### src/sv/ksr_pkg.sv
package ksr_pkg;

   localparam int IDX_EXT_W  = 17;
   localparam int ACC_W      = 48;
   localparam int MAG_W      = 47;
   localparam int VAL_W      = 32;
   localparam int VARS_W     = 11;
   localparam int THRESH_W   = 31;
   localparam int CSR_DATA_W = 32;

   localparam logic CSR_VARS_IN_USE    = 1'b0;
   localparam logic CSR_ZERO_THRESHOLD = 1'b1;

   localparam logic [VARS_W-1:0] VARS_RESET = 11'd1024;

   localparam logic signed [ACC_W-1:0] ACC_MAX = {1'b0, {(ACC_W-1){1'b1}}};
   localparam logic signed [ACC_W-1:0] ACC_MIN = {1'b1, {(ACC_W-1){1'b0}}};

   typedef enum logic [2:0] {
      OP_CLEAR      = 3'd0,
      OP_SET_DUAL   = 3'd1,
      OP_JACOBIAN   = 3'd2,
      OP_ADD        = 3'd3,
      OP_READ       = 3'd4,
      OP_MAX_REPORT = 3'd5
   } ksr_op_type;

   typedef enum logic [2:0] {
      ST_INIT,
      ST_IDLE,
      ST_CLEAR,
      ST_FETCH,
      ST_ACC,
      ST_SCAN
   } ksr_state_type;

   typedef struct packed {
      logic load;
      logic use_product;
   } ksr_upd_ctrl_type;

   // |v| clamped to 47 bits; the most negative value maps to the max
   function automatic logic [MAG_W-1:0] mag47(input logic signed [ACC_W-1:0] v);
      logic [ACC_W-1:0] n;
      begin
         n = v[ACC_W-1] ? (~v + 48'd1) : v;
         return n[ACC_W-1] ? {MAG_W{1'b1}} : n[MAG_W-1:0];
      end
   endfunction

endpackage

### src/sv/ksr_update.sv
module ksr_update (
   input  logic                             clock,
   input  ksr_pkg::ksr_upd_ctrl_type        ctrl,
   input  logic signed [31:0]               dual,
   input  logic signed [31:0]               value,
   input  logic signed [47:0]               acc,
   output logic signed [47:0]               sum,
   output logic                             clamp
);
   import ksr_pkg::*;

   logic signed [63:0]      prod;
   logic signed [ACC_W-1:0] delta_ff;
   logic signed [ACC_W-1:0] delta_in;
   logic signed [ACC_W:0]   wide_sum;

   assign prod = dual * value;

   // floor of the Q32.32 product back to Q32.16
   assign delta_in = ctrl.use_product ? prod[63:16]
                                      : {{(ACC_W-VAL_W){value[VAL_W-1]}}, value};

   always_ff @(posedge clock) begin
      if (ctrl.load) begin
         delta_ff <= delta_in;
      end
   end

   assign wide_sum = {acc[ACC_W-1], acc} + {delta_ff[ACC_W-1], delta_ff};
   assign clamp    = wide_sum[ACC_W] != wide_sum[ACC_W-1];
   assign sum      = !clamp ? wide_sum[ACC_W-1:0]
                            : (wide_sum[ACC_W] ? ACC_MIN : ACC_MAX);

endmodule

### config.mk
export PLATFORM = sky130hd
export DESIGN_NAME = ksr_update
export DESIGN_NICKNAME = d
export VERILOG_FILES = /design/src/sv/ksr_pkg.sv /design/src/sv/ksr_update.sv
export SDC_FILE = /design/constraint.sdc
export NUM_CORES = 2
export LEC_CHECK = 0
export ABC_AREA = 0
export CAP_MARGIN = 10
export CORE_ASPECT_RATIO = 0.6
export CORE_MARGIN = 2
export CORE_UTILIZATION = 65
export DETAILED_ROUTE_END_ITERATION = 12
export DONT_BUFFER_PORTS = 1
export PLACE_DENSITY = 0.91
export SYNTH_ARGS = -nofsm -noshare
export SYNTH_HDL_FRONTEND = slang
export SYNTH_SLANG_ARGS = --single-unit
### constraint.sdc
create_clock -name clock -period 11.8 [get_ports clock]
set_input_delay 2.36 -clock clock [delete_from_list [all_inputs] [get_ports clock]]
set_output_delay 2.36 -clock clock [all_outputs]
set_load 0.03 [all_outputs]
==> results.py <==
metrics = {
    "synthesis": {
        "yosys_warnings": 0,
        "mappedNetlistArea_sq_mm": 0.04057,
        "synth-main-ff-cell": "edfxtp_1",
        "synthCells": 4304,
        "ys_top_cells_by_area": "fa_1, inv_1, and2_1",
        "synth_edf_count": 48,
        "syn_avg_cell_area_sq_um": 9.425,
        "synthDistinctLibCells": 77,
        "synthesis.nets": 5729,
        "ys_seq_area_share_pct": 3.553,
        "synth_top_area_share_pct": 53.40,
        "yosysTopAreaCell": "fa_1",
        "ys_async_sr_fraction_pct": 0,
        "ys_ff_latch": 48,
    },
    "clocking": {
        "cts.sinks": 48,
        "numCtsBuffers": 5,
        "holdBufCountCts": 0,
        "ctsResizeCount": 0,
        "htree_num_levels": 2,
        "clk_pin_slew_ps": 60,
        "clockBufferDepth": 2,
        "cts_tree": "yes",
        "clockRootBuffer": "clkbuf_16",
        "cts_setup_buffers": 0,
    },
    "floorplanning": {
        "core_sq_mm": 0.06131,
        "die_y_um": 197.5,
        "fp-row-count": 70,
        "die_x_um": 326.5,
        "ios": 164,
        "initial_core_util_pct": 66.17,
        "die_area_sq_mm": 0.06449,
    },
    "drt": {
        "drtAntennaViolNets": 0,
        "wl_met2_mm": 47.03,
        "firstDrtPassIters": 8,
        "drt-initial-drc-count": 3208,
        "vias_per_cell": 6.141,
        "wl_per_cell_um": 23.89,
        "drc": 0,
        "vias": 30200,
        "wl_met1_mm": 43.11,
        "wl_met3_mm": 22.96,
        "top_layer_used": "met5",
        "drt-total-wl_mm": 117.5,
    },
    "cells_and_area": {
        "finalNetCount": 5513,
        "drive_above_1_share_pct": 2.494,
        "fin_area_sq_mm": 0.04087,
        "regMostFlops": "delta_ff",
        "largest_reg_flops": 48,
        "reg_top3": "delta_ff x48",
        "nFillCells": 4491,
        "final_util_pct": 66.67,
        "layout_commonest_cell": "fa_1",
        "area_delta_synth_final_pct": 0.7526,
        "mostFrequentLayoutCells": "fa_1, inv_1, nand2_1",
    },
    "place": {
        "numPortBuffers": 0,
        "gp_congestion": 1.018,
        "placed_cell_area_sq_mm": 0.04073,
        "dp_hpwl_mm": 92.26,
    },
    "setup_path": {
        "arrival_ps": 10190,
        "path_class": "input port to flop",
        "end_kind": "flop",
        "start_kind": "input port",
        "required_ps": 11810,
        "crit_start": "value[31]",
        "crit_fanout": 14,
    },
    "sta": {
        "max_freq_ghz": 0.09820,
        "setup_viol": 0,
        "tightest_slew_ps": 1085,
        "hold_slack_ps": 2206,
        "rsz0062_at_grt": "false",
        "final.setup.tns_ps": 0,
        "hold_viol": 0,
        "final_max_slew_viol_count": 0,
        "maxSlewHeadroom_pct": 27.08,
        "period_needed_ps": 10180,
        "period_share_pct": 86.30,
    },
    "grt": {
        "grt_pass1_wl_mm": 184.2,
        "antenna_found_initial": 2,
        "grt_overflow_total": 0,
        "grt_use_total_pct": 37.62,
        "grt_start_max_net_pins": 49,
        "first_global_vias": 32840,
    },
    "worst_hold_path": {
        "hold_path_class": "input port to flop",
        "hp-start": "ctrl[1]",
    },
    "run_status": {
        "status": "finished clean",
    },
    "run": {
        "maxCapViolCount": 0,
    },
}
## synthesized netlist by cell type (5+ instances only)
| cell | instances |
|---|---|
| nand4_1 | 19 |
| a21oi_2 | 6 |
| and3_1 | 10 |
| buf_2 | 8 |
| nand2b_1 | 19 |
| nor4_1 | 5 |
| fa_1 | 1082 |
| xor2_1 | 39 |
| nand3_1 | 19 |
| mux2_2 | 27 |
| o21ai_1 | 9 |
| o21ai_0 | 60 |
| o31ai_1 | 7 |
| clkbuf_1 | 212 |
| o21a_1 | 13 |
| or3_1 | 8 |
| a21oi_1 | 99 |
| a21o_1 | 40 |
| a211oi_1 | 14 |
| inv_1 | 963 |
| o21ai_2 | 30 |
| o211ai_1 | 15 |
| and2_1 | 510 |
| buf_6 | 5 |
| nor2_1 | 62 |
| o21bai_1 | 15 |
| a31oi_1 | 6 |
| edfxtp_1 | 48 |
| ha_1 | 228 |
| nand2_1 | 552 |
| nor3_1 | 17 |
| a21boi_0 | 6 |
| xnor2_1 | 62 |
| nor2b_1 | 8 |
## layer usage
layer  vias up  GRT usage, %
met5         -         2.624
met4         4         10.87
met3       397         19.85
met2      2593         52.35
met1     14940         51.04
li1      12260             -
## cells by family (layout without fill, tap and decap cells)
logic type,after synthesis,after routing,synth area share [%]
adders and majority gates,1314,1314,60.53
and+or+nand+nor,1250,1250,15.51
buffers and inverters,1194,979,11.20
AOI/OAI and AO/OA,369,369,6.233
xor gates and xnor gates,102,102,2.221
DFF,48,48,3.553
muxes,27,27,0.7495
other,0,1,0
## path summary, 6_finish.rpt
| path | depth (start not counted) | endpoint |
|---|---|---|
| worst max-delay path | 21 | delta_ff[35] |
| worst min-delay path | 0 | delta_ff[43] |
## critical path, stage by stage
cell	delay (ps)
clkinv_1	470
buf_4	440
nor2_1	180
fa_1	500
fa_1	480
fa_1	530
fa_1	440
fa_1	530
fa_1	430
fa_1	780
fa_1	500
ha_1	390
nand2_1	110
nor2_1	210
nand3_1	180
or3_1	420
nor2_1	330
nand4_1	340
and3_1	310
o211ai_1	80
o211ai_1	150
## cell type report
| class | instances | area (sq um) | share of cell area (%) |
|---|---|---|---|
| diodes | 1 | 2.502 | 0.006123 |
| clock buffers | 5 | 125.1 | 0.3061 |
| clock inverters | 3 | 18.77 | 0.04592 |
| inverters | 965 | 3622 | 8.862 |
| multi-input cells | 3062 | 34580 | 84.61 |
| flip-flops and latches | 48 | 1441 | 3.527 |
| well taps | 828 | 1036 | 2.535 |
| repair buffers | 6 | 45.04 | 0.1102 |
## stage by stage
step,cells,setup WS [ps]
after detailed placement,4909,1579
after global placement,4909,1707
final,4918,1617
after floorplan,4304,1743
after CTS,4917,1872
after global routing,4917,1460
Power is not shown: default switching activity piles up to over one toggle a cycle in this logic, so the estimate is an artifact.
